[src/design/ccfd_pkg.sv]
`timescale 1ns / 1ps

package ccfd_pkg;

    // Longest frame in decoded bytes, CRC byte included.
    localparam int MAX_FRAME = 64;

    localparam int BYTE_W  = 8;
    localparam int CNT_W   = $clog2(MAX_FRAME + 1);
    localparam int NCP_W   = 9;
    localparam int IDX_W   = 6;
    localparam int FLEN_W  = 7;
    localparam int TDATA_W = 24;

    localparam logic [BYTE_W-1:0] CRC_POLY = 8'h8C;
    localparam logic [BYTE_W-1:0] CRC_INIT = 8'h00;

    typedef enum logic [1:0] {
        KIND_DATA   = 2'd0,
        KIND_ACCEPT = 2'd1,
        KIND_REJECT = 2'd2,
        KIND_ABORT  = 2'd3
    } kind_t;

    typedef struct packed {
        kind_t              kind;
        logic [BYTE_W-1:0]  data_byte;
        logic [IDX_W-1:0]   byte_index;
        logic [FLEN_W-1:0]  frame_length;
    } result_t;

    // Reflected CRC-8 update, one byte, least significant bit first.
    function automatic logic [BYTE_W-1:0] crc8_byte(input logic [BYTE_W-1:0] crc_in,
                                                    input logic [BYTE_W-1:0] data);
        logic [BYTE_W-1:0] crc;
        logic              fb;
        crc = crc_in;
        for (int i = 0; i < BYTE_W; i++) begin
            fb  = crc[0] ^ data[i];
            crc = crc >> 1;
            if (fb) begin
                crc = crc ^ CRC_POLY;
            end
        end
        return crc;
    endfunction

endpackage

[src/design/ccfd_in_stage.sv]
`timescale 1ns / 1ps

module ccfd_in_stage (
    input  logic                         aclk,
    input  logic                         aresetn,
    input  logic                         s_valid,
    output logic                         s_ready,
    input  logic [ccfd_pkg::BYTE_W-1:0]  s_byte,
    input  logic                         advance,
    output logic                         byte_valid,
    output logic [ccfd_pkg::BYTE_W-1:0]  byte_out
);

    logic                        valid_reg;
    logic                        valid_next;
    logic [ccfd_pkg::BYTE_W-1:0] byte_reg;

    // The stage refills in the same cycle that its byte moves on.
    assign s_ready = !valid_reg || advance;

    always_comb begin
        valid_next = valid_reg;
        if (s_valid && s_ready) begin
            valid_next = 1'b1;
        end else if (advance) begin
            valid_next = 1'b0;
        end
    end

    always_ff @(posedge aclk) begin
        if (!aresetn) begin
            valid_reg <= 1'b0;
        end else begin
            valid_reg <= valid_next;
        end
    end

    always_ff @(posedge aclk) begin
        if (s_valid && s_ready) begin
            byte_reg <= s_byte;
        end
    end

    assign byte_valid = valid_reg;
    assign byte_out   = byte_reg;

endmodule

[src/design/ccfd_core.sv]
`timescale 1ns / 1ps

module ccfd_core (
    input  logic                         aclk,
    input  logic                         aresetn,
    input  logic                         advance,
    input  logic [ccfd_pkg::BYTE_W-1:0]  rx_byte,
    output logic                         has_result,
    output ccfd_pkg::result_t            result
);

    logic [ccfd_pkg::NCP_W-1:0]  ncp_reg, ncp_next;
    logic [ccfd_pkg::CNT_W-1:0]  count_reg, count_next;
    logic [ccfd_pkg::BYTE_W-1:0] rcrc_reg, rcrc_next;
    logic [ccfd_pkg::BYTE_W-1:0] crc_reg, crc_next;
    logic [ccfd_pkg::NCP_W-1:0]  pos_plus1;
    logic [ccfd_pkg::BYTE_W-1:0] value;
    logic                        crc_ok;

    assign pos_plus1 = ccfd_pkg::NCP_W'(count_reg) + ccfd_pkg::NCP_W'(1);
    assign crc_ok    = (count_reg != '0) && (crc_reg == rcrc_reg);

    always_comb begin
        ncp_next   = ncp_reg;
        count_next = count_reg;
        rcrc_next  = rcrc_reg;
        crc_next   = crc_reg;
        has_result = 1'b0;
        result     = '0;
        value      = rx_byte;
        priority if (ncp_reg == '0) begin
            // First byte of a frame is the code byte; a zero here keeps waiting.
            ncp_next = ccfd_pkg::NCP_W'(rx_byte);
        end else if (rx_byte == '0) begin
            has_result          = 1'b1;
            result.kind         = crc_ok ? ccfd_pkg::KIND_ACCEPT : ccfd_pkg::KIND_REJECT;
            result.frame_length = ccfd_pkg::FLEN_W'(count_reg);
            ncp_next   = '0;
            count_next = '0;
            rcrc_next  = ccfd_pkg::CRC_INIT;
            crc_next   = ccfd_pkg::CRC_INIT;
        end else if (count_reg >= ccfd_pkg::CNT_W'(ccfd_pkg::MAX_FRAME)) begin
            has_result          = 1'b1;
            result.kind         = ccfd_pkg::KIND_ABORT;
            result.frame_length = ccfd_pkg::FLEN_W'(count_reg);
            ncp_next   = '0;
            count_next = '0;
            rcrc_next  = ccfd_pkg::CRC_INIT;
            crc_next   = ccfd_pkg::CRC_INIT;
        end else begin
            if (pos_plus1 == ncp_reg) begin
                // A code byte stands for a stuffed zero and points to the next one.
                value    = '0;
                ncp_next = ccfd_pkg::NCP_W'(rx_byte) + pos_plus1;
            end
            if (count_reg == '0) begin
                rcrc_next = value;
            end else begin
                crc_next = ccfd_pkg::crc8_byte(crc_reg, value);
            end
            count_next        = count_reg + ccfd_pkg::CNT_W'(1);
            has_result        = 1'b1;
            result.kind       = ccfd_pkg::KIND_DATA;
            result.data_byte  = value;
            result.byte_index = ccfd_pkg::IDX_W'(count_reg);
        end
    end

    always_ff @(posedge aclk) begin
        if (!aresetn) begin
            ncp_reg   <= '0;
            count_reg <= '0;
            rcrc_reg  <= ccfd_pkg::CRC_INIT;
            crc_reg   <= ccfd_pkg::CRC_INIT;
        end else if (advance) begin
            ncp_reg   <= ncp_next;
            count_reg <= count_next;
            rcrc_reg  <= rcrc_next;
            crc_reg   <= crc_next;
        end
    end

    a_count_bounded: assert property (@(posedge aclk) disable iff (!aresetn)
        count_reg <= ccfd_pkg::CNT_W'(ccfd_pkg::MAX_FRAME))
        else $error("decoded byte count exceeds the frame limit");

    a_awaiting_clean: assert property (@(posedge aclk) disable iff (!aresetn)
        (ncp_reg == '0) |-> (count_reg == '0 && crc_reg == ccfd_pkg::CRC_INIT))
        else $error("frame state not cleared while waiting for a code byte");

    a_verdict_clears: assert property (@(posedge aclk) disable iff (!aresetn)
        (advance && has_result && result.kind != ccfd_pkg::KIND_DATA)
        |=> (ncp_reg == '0 && count_reg == '0))
        else $error("frame state not cleared after a verdict");

endmodule

[src/design/ccfd_out_stage.sv]
`timescale 1ns / 1ps

module ccfd_out_stage (
    input  logic               aclk,
    input  logic               aresetn,
    input  logic               load,
    input  ccfd_pkg::result_t  result_in,
    output logic               m_valid,
    input  logic               m_ready,
    output ccfd_pkg::result_t  result_out
);

    logic              valid_reg;
    logic              valid_next;
    ccfd_pkg::result_t result_reg;

    always_comb begin
        valid_next = valid_reg;
        if (load) begin
            valid_next = 1'b1;
        end else if (m_ready) begin
            valid_next = 1'b0;
        end
    end

    always_ff @(posedge aclk) begin
        if (!aresetn) begin
            valid_reg <= 1'b0;
        end else begin
            valid_reg <= valid_next;
        end
    end

    always_ff @(posedge aclk) begin
        if (load) begin
            result_reg <= result_in;
        end
    end

    assign m_valid    = valid_reg;
    assign result_out = result_reg;

endmodule

[src/design/cobs_crc8_frame_decoder.sv]
`timescale 1ns / 1ps

// COBS frame decoder with CRC-8 check for a byte stream from a serial link.
// The slave channel takes one raw received byte per transaction. The master
// channel gives at most one result per byte: a decoded byte with its index in
// the frame (index 0 is the sent CRC), or on the zero delimiter a verdict of
// accepted or rejected with the frame length, or an overflow abort when a
// frame grows past the frame limit. The code byte that opens a frame produces
// no result; later code bytes come out as decoded zero bytes.
// A byte taken into the input register has its result loaded into the output
// register on the master channel once that register is empty or being taken.
// Throughput: one byte per cycle unless the receiver stalls; the CRC update
// and the code position compare sit between the input and output registers.
// Frames are not buffered: decoded bytes leave as they arrive, and the
// consumer drops a frame whose verdict is a reject or an abort.
// Reset (aresetn low at a clock edge) empties both registers and returns the
// decoder to waiting for a code byte. When the receiver holds m_axis_tready
// low, the output register keeps its result, the input register keeps or takes
// one byte, and s_axis_tready then drops until the output moves.
module cobs_crc8_frame_decoder (
    input  logic                          aclk,
    input  logic                          aresetn,
    input  logic                          s_axis_tvalid,
    output logic                          s_axis_tready,
    input  logic [ccfd_pkg::BYTE_W-1:0]   s_axis_tdata,  // [7:0] rx_byte
    output logic                          m_axis_tvalid,
    input  logic                          m_axis_tready,
    // [7:0] data_byte, [13:8] byte_index, [20:14] frame_length, [23:21] zero
    output logic [ccfd_pkg::TDATA_W-1:0]  m_axis_tdata,
    output logic [1:0]                    m_axis_tuser   // [1:0] kind
);

    logic                        byte_valid;
    logic [ccfd_pkg::BYTE_W-1:0] byte_q;
    logic                        advance;
    logic                        has_result;
    ccfd_pkg::result_t           core_result;
    ccfd_pkg::result_t           out_result;

    assign advance = byte_valid && (!m_axis_tvalid || m_axis_tready);

    ccfd_in_stage u_in_stage (
        .aclk       (aclk),
        .aresetn    (aresetn),
        .s_valid    (s_axis_tvalid),
        .s_ready    (s_axis_tready),
        .s_byte     (s_axis_tdata),
        .advance    (advance),
        .byte_valid (byte_valid),
        .byte_out   (byte_q)
    );

    ccfd_core u_core (
        .aclk       (aclk),
        .aresetn    (aresetn),
        .advance    (advance),
        .rx_byte    (byte_q),
        .has_result (has_result),
        .result     (core_result)
    );

    ccfd_out_stage u_out_stage (
        .aclk       (aclk),
        .aresetn    (aresetn),
        .load       (advance && has_result),
        .result_in  (core_result),
        .m_valid    (m_axis_tvalid),
        .m_ready    (m_axis_tready),
        .result_out (out_result)
    );

    assign m_axis_tdata = {3'b000, out_result.frame_length,
                           out_result.byte_index, out_result.data_byte};
    assign m_axis_tuser = out_result.kind;

    a_data_no_length: assert property (@(posedge aclk) disable iff (!aresetn)
        (m_axis_tvalid && out_result.kind == ccfd_pkg::KIND_DATA)
        |-> (out_result.frame_length == '0))
        else $error("decoded byte transaction carries a frame length");

    a_verdict_no_data: assert property (@(posedge aclk) disable iff (!aresetn)
        (m_axis_tvalid && out_result.kind != ccfd_pkg::KIND_DATA)
        |-> (out_result.data_byte == '0 && out_result.byte_index == '0))
        else $error("verdict transaction carries byte data");

    a_hold_on_stall: assert property (@(posedge aclk) disable iff (!aresetn)
        (m_axis_tvalid && !m_axis_tready)
        |=> (m_axis_tvalid && $stable(m_axis_tdata) && $stable(m_axis_tuser)))
        else $error("stalled result transaction changed or dropped");

endmodule
[config.mk]
export PLATFORM = sky130hd
export DESIGN_NAME = cobs_crc8_frame_decoder
export DESIGN_NICKNAME = d
export VERILOG_FILES = /design/src/design/ccfd_pkg.sv /design/src/design/ccfd_in_stage.sv /design/src/design/ccfd_core.sv /design/src/design/ccfd_out_stage.sv /design/src/design/cobs_crc8_frame_decoder.sv
export SDC_FILE = /design/constraint.sdc
export NUM_CORES = 1
export LEC_CHECK = 0
export BUFFER_PORTS_ARGS = -buffer_cell sky130_fd_sc_hd__buf_2
export CAP_MARGIN = 20
export CELL_PAD_IN_SITES_DETAIL_PLACEMENT = 0
export CELL_PAD_IN_SITES_GLOBAL_PLACEMENT = 1
export CORE_MARGIN = 4
export CORE_UTILIZATION = 25
export DETAILED_ROUTE_END_ITERATION = 12
export GPL_ROUTABILITY_DRIVEN = 0
export PLACE_DENSITY = 0.53
export RECOVER_POWER = 25
export SLEW_MARGIN = 20
export SYNTH_ARGS = -nofsm -noshare
export SYNTH_HDL_FRONTEND = slang
export SYNTH_SLANG_ARGS = --single-unit
[constraint.sdc]
create_clock -name aclk -period 4.3 [get_ports aclk]
set_input_delay 0.86 -clock aclk [delete_from_list [all_inputs] [get_ports aclk]]
set_output_delay 0.86 -clock aclk [all_outputs]
set_load 0.03 [all_outputs]
Word level (Yosys, flattened, before mapping)

Cells that the tools add are included.

Register bits after elaboration: 65
Latch bits: 0
Bits in writable memories: 0
Bits in read-only memories: 0
Input port bits: 12
Output and inout bits: 28
Word-level logic and storage cells: 118
Memories: 0

Add/sub/neg operators: 3
Multiply operators: 0
Divide/modulo/power cells: 0
Magnitude comparators: 1
Eq/ne operators: 3
Shift operators: 0
Mux-type cells: 62
Bitwise operators: 17
Reduce and logical (&&, ||, !) cells: 21

Operators by type and width:

| operator                                                                 | count |
|---|---|
| 8-bit 2-to-1 mux                                                         | 46 |
| 9-bit 2-to-1 mux                                                         | 4 |
| 7-bit 2-to-1 mux                                                         | 4 |
| 2-bit inverter with 3-bit output                                         | 8 |
| 8-bit by 9-bit adder with 9-bit output                                   | 1 |
| 9-bit == test                                                            | 1 |
| 9-bit logical NOT                                                        | 1 |
| 7-bit by 1-bit adder with 8-bit output (second input constant)           | 1 |
| 8-bit == test                                                            | 1 |
| 8-bit logical NOT                                                        | 1 |
| 1-bit bitwise XOR                                                        | 8 |
| 7-bit by 1-bit adder with 7-bit output (second input constant)           | 1 |
| 7-bit >= comparator (second input constant)                              | 1 |
| 7-bit logical NOT                                                        | 1 |
| 7-bit nonzero test                                                       | 1 |
| 2-bit 2-to-1 mux                                                         | 3 |
| 3-bit AND reduction                                                      | 2 |
| 1-bit 2-to-1 mux                                                         | 5 |
| 1-bit logical AND                                                        | 4 |
| 2-bit AND reduction                                                      | 2 |
| 2-bit nonzero test                                                       | 2 |
| 4-bit nonzero test                                                       | 1 |
| 3-bit by 1-bit inequality test with 1-bit output (second input constant) | 1 |
| 3-bit nonzero test                                                       | 1 |
| 4 further kinds                                                          | 6 |

Depth between registers and ports, before layout

Word-level depth: 53
Mapped depth: 12
Mapped depth without buffers: 12

Modules after synthesis

Synthesis repeated with hierarchy kept, for this count alone.

Cells, all modules: 378
Area, all modules: 3662.3 um^2

By module, submodules not included:

| module                  | instances | cells each | area each (um^2) |
|---|---|---|---|
| ccfd_core               | 1         | 332        | 2587.5 |
| ccfd_out_stage          | 1         | 26         | 732.0 |
| ccfd_in_stage           | 1         | 13         | 297.8 |
| cobs_crc8_frame_decoder | 1         | 7          | 45.0 |

Least setup slack after synthesis

Ideal clock, no wire load.

Path type: input to register
From: input port m_axis_tready
To: register u_core.crc_reg[7] (netlist bit)
Setup time: 0.072 ns
Arrival: 2.512 ns
Data required time: 4.228 ns
Path slack: 1.717 ns
Cell stages on the path: 8
Buffers on the path: 1
Path through: nor2b_1 -> nand2b_1 -> or2_2 -> inv_2 -> buf_2 -> nand4_1 -> nand2b_1 -> a2bb2oi_1

Longest elaborated chain between the ends: 3

Ends and longest elaborated chain:

| item                          | RTL line                      | source |
|---|---|---|
| from (decl)                   | cobs_crc8_frame_decoder.sv:27 | `input logic m_axis_tready,` |
| 1-bit logical OR              | cobs_crc8_frame_decoder.sv:40 | `assign advance = byte_valid && (!m_axis_tvalid \|\| m_axis_tready);` |
| 1-bit logical AND             | cobs_crc8_frame_decoder.sv:40 |  |
| 3-bit AND reduction (no line) | -                             |  |
| to (signal assigned)          | ccfd_core.sv:74               | `crc_reg <= ccfd_pkg::CRC_INIT;` |
| to (signal assigned)          | ccfd_core.sv:79               | `crc_reg <= crc_next;` |
| to (decl)                     | ccfd_core.sv:15               | `logic [ccfd_pkg::BYTE_W-1:0] crc_reg, crc_next;` |

No other way between the ends.
A chain may end at the register's enable or synchronous reset.

Worst setup path in the final report

From: register u_core.count_reg[0] (netlist bit)
To: register u_core.ncp_reg[3] (netlist bit)

Longest elaborated chain between the ends: 6
Elaborated cells on any way between the ends: 10
Classes of those cells: add/sub: 2; order compare: 1; eq/ne: 1; mux: 4; reduce/logical: 2

Ends and longest elaborated chain:

| item                                   | RTL line        | source |
|---|---|---|
| from (decl)                            | ccfd_core.sv:13 | `logic [ccfd_pkg::CNT_W-1:0] count_reg, count_next;` |
| from (signal assigned)                 | ccfd_core.sv:77 | `count_reg <= count_next;` |
| 7-bit by 1-bit adder with 8-bit output | ccfd_core.sv:20 | `assign pos_plus1 = ccfd_pkg::NCP_W'(count_reg) + ccfd_pkg::NCP_W'(1);` |
| 8-bit by 9-bit adder with 9-bit output | ccfd_core.sv:54 | `ncp_next = ccfd_pkg::NCP_W'(rx_byte) + pos_plus1;` |
| 9-bit 2-to-1 mux                       | ccfd_core.sv:51 | `if (pos_plus1 == ncp_reg) begin` |
| 9-bit 2-to-1 mux                       | ccfd_core.sv:42 | `end else if (count_reg >= ccfd_pkg::CNT_W'(ccfd_pkg::MAX_FRAME)) begin` |
| 9-bit 2-to-1 mux                       | ccfd_core.sv:34 | `end else if (rx_byte == '0) begin` |
| 9-bit 2-to-1 mux                       | ccfd_core.sv:31 | `priority if (ncp_reg == '0) begin` |
| to (signal assigned)                   | ccfd_core.sv:76 | `ncp_reg <= ncp_next;` |
| to (decl)                              | ccfd_core.sv:12 | `logic [ccfd_pkg::NCP_W-1:0] ncp_reg, ncp_next;` |

Several ways; a longest one is shown, not always the timed one. The select of a mux whose other input is x is not followed.

==> flow_metrics.tcl <==
set metrics [dict create \
    fp.dieH_um 127 \
    ws_path_type "flip-flop to flip-flop" \
    drive_gt1_frac 0.138 \
    clock_insertion_delay_worst_skew_ns 0.34 \
    hold_violations 0 \
    arithmetic_cell_share_of_the_synthesized_area_counting_full_adders_half_adders_and_majority_gates 0.0444 \
    drt_iter0_drc 138 \
    ir_worst_vdd_v 0.000251 \
    routed_wirelength_mm 8.89 \
    summed_instance_area_of_the_synthesized_netlist_sq_um 3550 \
    detailed_placer_s_ending_hpwl_mm 6.35 \
    cts.root.buffer_cell "clkbuf_16" \
    synth_top_family_by_area "simple AND/OR/NAND/NOR gates" \
    seq_area_sq_um 1610 \
    grt_start_max_net_pins 27 \
    cap_viol_max_count 0 \
    report.power.total_w 0.00303 \
    tritoncts.num_buffers 9 \
    clock-skew-final_ns 0.00988 \
    synth_compound_area_frac 0.108 \
    detailroute.via_count 2628 \
    crit_chain "ha_1, nand3_1, nor2_1, ha_1, xnor2_1, nor4_1, nand4_2, a21oi_4, nor2b_1, a31oi_1, a21oi_1" \
    grt_pass1_wl_mm 14.1 \
    synth_sequential_area_ratio 0.454 \
    final_core_utilization 0.299 \
    synth-edff-count 31 \
    detail_route.drc_violations 0 \
    core_sq_um 13900 \
    worstSetupStartpointType "flip-flop" \
    htree_levels 3 \
    totalNegativeSetupSlack_ns 0 \
    postSynth.asyncResetShare 0 \
    commonest_non_fill_non_tap_cells_in_the_layout "34 x xnor2_1, 34 x dfxtp_1, 33 x nor2_1, 33 x nand2_1, 31 x edfxtp_1" \
    synth_simple_gate_area_frac 0.203 \
    muxShareOfSynthArea 0 \
    post_synthesis_share_of_cell_area_spent_on_xor_and_xnor_gates 0.146 \
    yosysWarnings 0 \
    via_per_inst 4.54 \
    setup-violations-final 0 \
    floorplan.rows 43 \
    initial_core_utilization 0.256 \
    clock-sinks 65 \
    rsz0062_at_grt "no" \
    critical_path_peak_fanout 22 \
    timing.final.crit_period_ns 3.39 \
    wl_per_cell_um 15.4 \
    area.growth.synth_to_final_pct 16.7 \
    ys_seq_elements 65 \
    run_status "complete, no violations" \
    synth_area_per_cell_sq_um 9.92 \
    timing.critical_path.required_ns 4.49 \
    antenna_found_initial 0 \
    maxSlewHeadroom 0.420 \
    power-per-cell-area_nw_per_um2 732 \
    cell_occurring_most_often_along_the_worst_timing_path "ha_1" \
    crit_slowest_cell "a21oi_4" \
    worst-slew-pin-transition_ns 0.865 \
    antenna_cells_inserted 0 \
    post_cts_hold_buffer_count 0 \
    post-cts-setup-buffers 0 \
    tritoncts "built" \
    clk_path_buf_depth 2 \
    multi_input_comb_area_sq_um 1790 \
    timing.critical_path.arrival_ns 3.59 \
    boundaryPins 40 \
    floorplan.die.width_um 127 \
    nets 418 \
    min_delay_worst_type "flip-flop to flip-flop" \
    worst_path_clk_slew_ns 0.06 \
    port_buffers 36 \
    clock.fmax_mhz 295 \
    post_cts.resized_instances 0 \
    netlist-cell-type-count 55 \
    die_area_sq_um 16200 \
    via_count_of_the_first_global_routing_pass 2478 \
    postSynthCellCount 358 \
    drtAntennaViolNets 0 \
    filler_cell_count 1481 \
    cpPeakStageDelay_ns 0.59 \
    timing.critical_path.to_type "flip-flop" \
    dominantRegCellSynth "dfxtp_1" \
    gr-total-overflow 0 \
    largest_reg_flops 23 \
    maxSlewViolCount 0 \
    firstDrtPassIters 4 \
    global_route.usage.total 0.116 \
    leakagePower_nw 1.59 \
    final_min_period_over_clock_period 0.789 \
]
[power by group]
part           switching [W]  leakage, nW  internal [W]
clock network       0.000269        0.142      0.000460
logic               0.000883        0.879      0.000478
registers           0.000102        0.571      0.000842
total                0.00125         1.59       0.00178
[layer usage]
layer	up-vias	wire length (um)	part of all wire	GRT usage
met5	-	0	0	0
met4	0	144	0.016	0.0397
met3	11	478	0.054	0.0439
met2	72	3920	0.44	0.167
met1	1233	4350	0.49	0.160
li1	1312	-	-	-
[cells by family (layout without fill, tap and decap cells)]
| kind of cell | count (synthesis) | in the layout |
|---|---|---|
| adders and majority gates | 12 | 12 |
| AOI/OAI and AO/OA | 60 | 60 |
| buffers and inverters | 28 | 67 |
| and+or+nand+nor | 137 | 137 |
| xor gates and xnor gates | 55 | 55 |
| DFF | 65 | 65 |
| other | 1 | 3 |
[path summary, 6_finish.rpt]
| kind | start | end | slack [ns] | depth (start not counted) |
|---|---|---|---|---|
| min | u_core.count_reg[1] | u_core.count_reg[1] | 0.51 | 2 |
| min reg2reg | u_core.count_reg[1] | u_core.count_reg[1] | 0.51 | 2 |
| max reg2reg | u_core.count_reg[0] | u_core.ncp_reg[3] | 0.91 | 11 |
| max | u_core.count_reg[0] | u_core.ncp_reg[3] | 0.91 | 11 |
[per-stage QoR]
step / area [sq um] / worst slack (ns) / cells / hold WS [ns]
floorplan: 3560 / 1.72 / 360 / 0.474
global placement: 3870 / 1.03 / 563 / 0.487
detailed placement: 3870 / 0.894 / 563 / 0.500
CTS: 4160 / 0.869 / 579 / 0.505
global route: 4150 / 0.515 / 579 / 0.536
finish: 4150 / 0.906 / 579 / 0.506
[synthesized netlist by cell type (all sizes together), types with 2 or more instances]
library cell  instances  area [sq um]
a211oi                3          27.5
a21o                  2          15.0
a21oi                20           111
a22oi                12          90.1
a31oi                 4          25.0
and2                 13          83.8
and3                  9          61.3
buf                  11          92.6
clkbuf                5          20.0
dfxtp                34           681
edfxtp               31           931
ha                   11           138
inv                  11          41.3
nand2                36           143
nand2b                4          25.0
nand3                 9          45.0
nand4                 3          25.0
nor2                 34           130
nor2b                 6          37.5
nor3                  8          40.0
nor3b                 3          33.8
nor4                  7          58.8
o21ai                14          73.8
or3                   2          12.5
xnor2                36           330
xor2                 18           165
[final cells by class]
| cell class | instances | area share |
|---|---|---|
| repair buffers | 39 | 0.0447 |
| flip-flops and latches | 65 | 0.389 |
| multi-input cells | 267 | 0.432 |
| clock buffers | 12 | 0.0594 |
| clock inverters | 4 | 0.0103 |
| well taps | 180 | 0.0543 |
| inverters | 12 | 0.0109 |
[worst max-delay path: cells and delay by family (launching register included)]
kind            cells  cell delay [ns]
simple gates        5             1.32
compound gates      3             0.82
flops               1             0.44
fa+ha+maj           2             0.52
xor+xnor            1             0.13
Power figures use the tool's default switching activity.
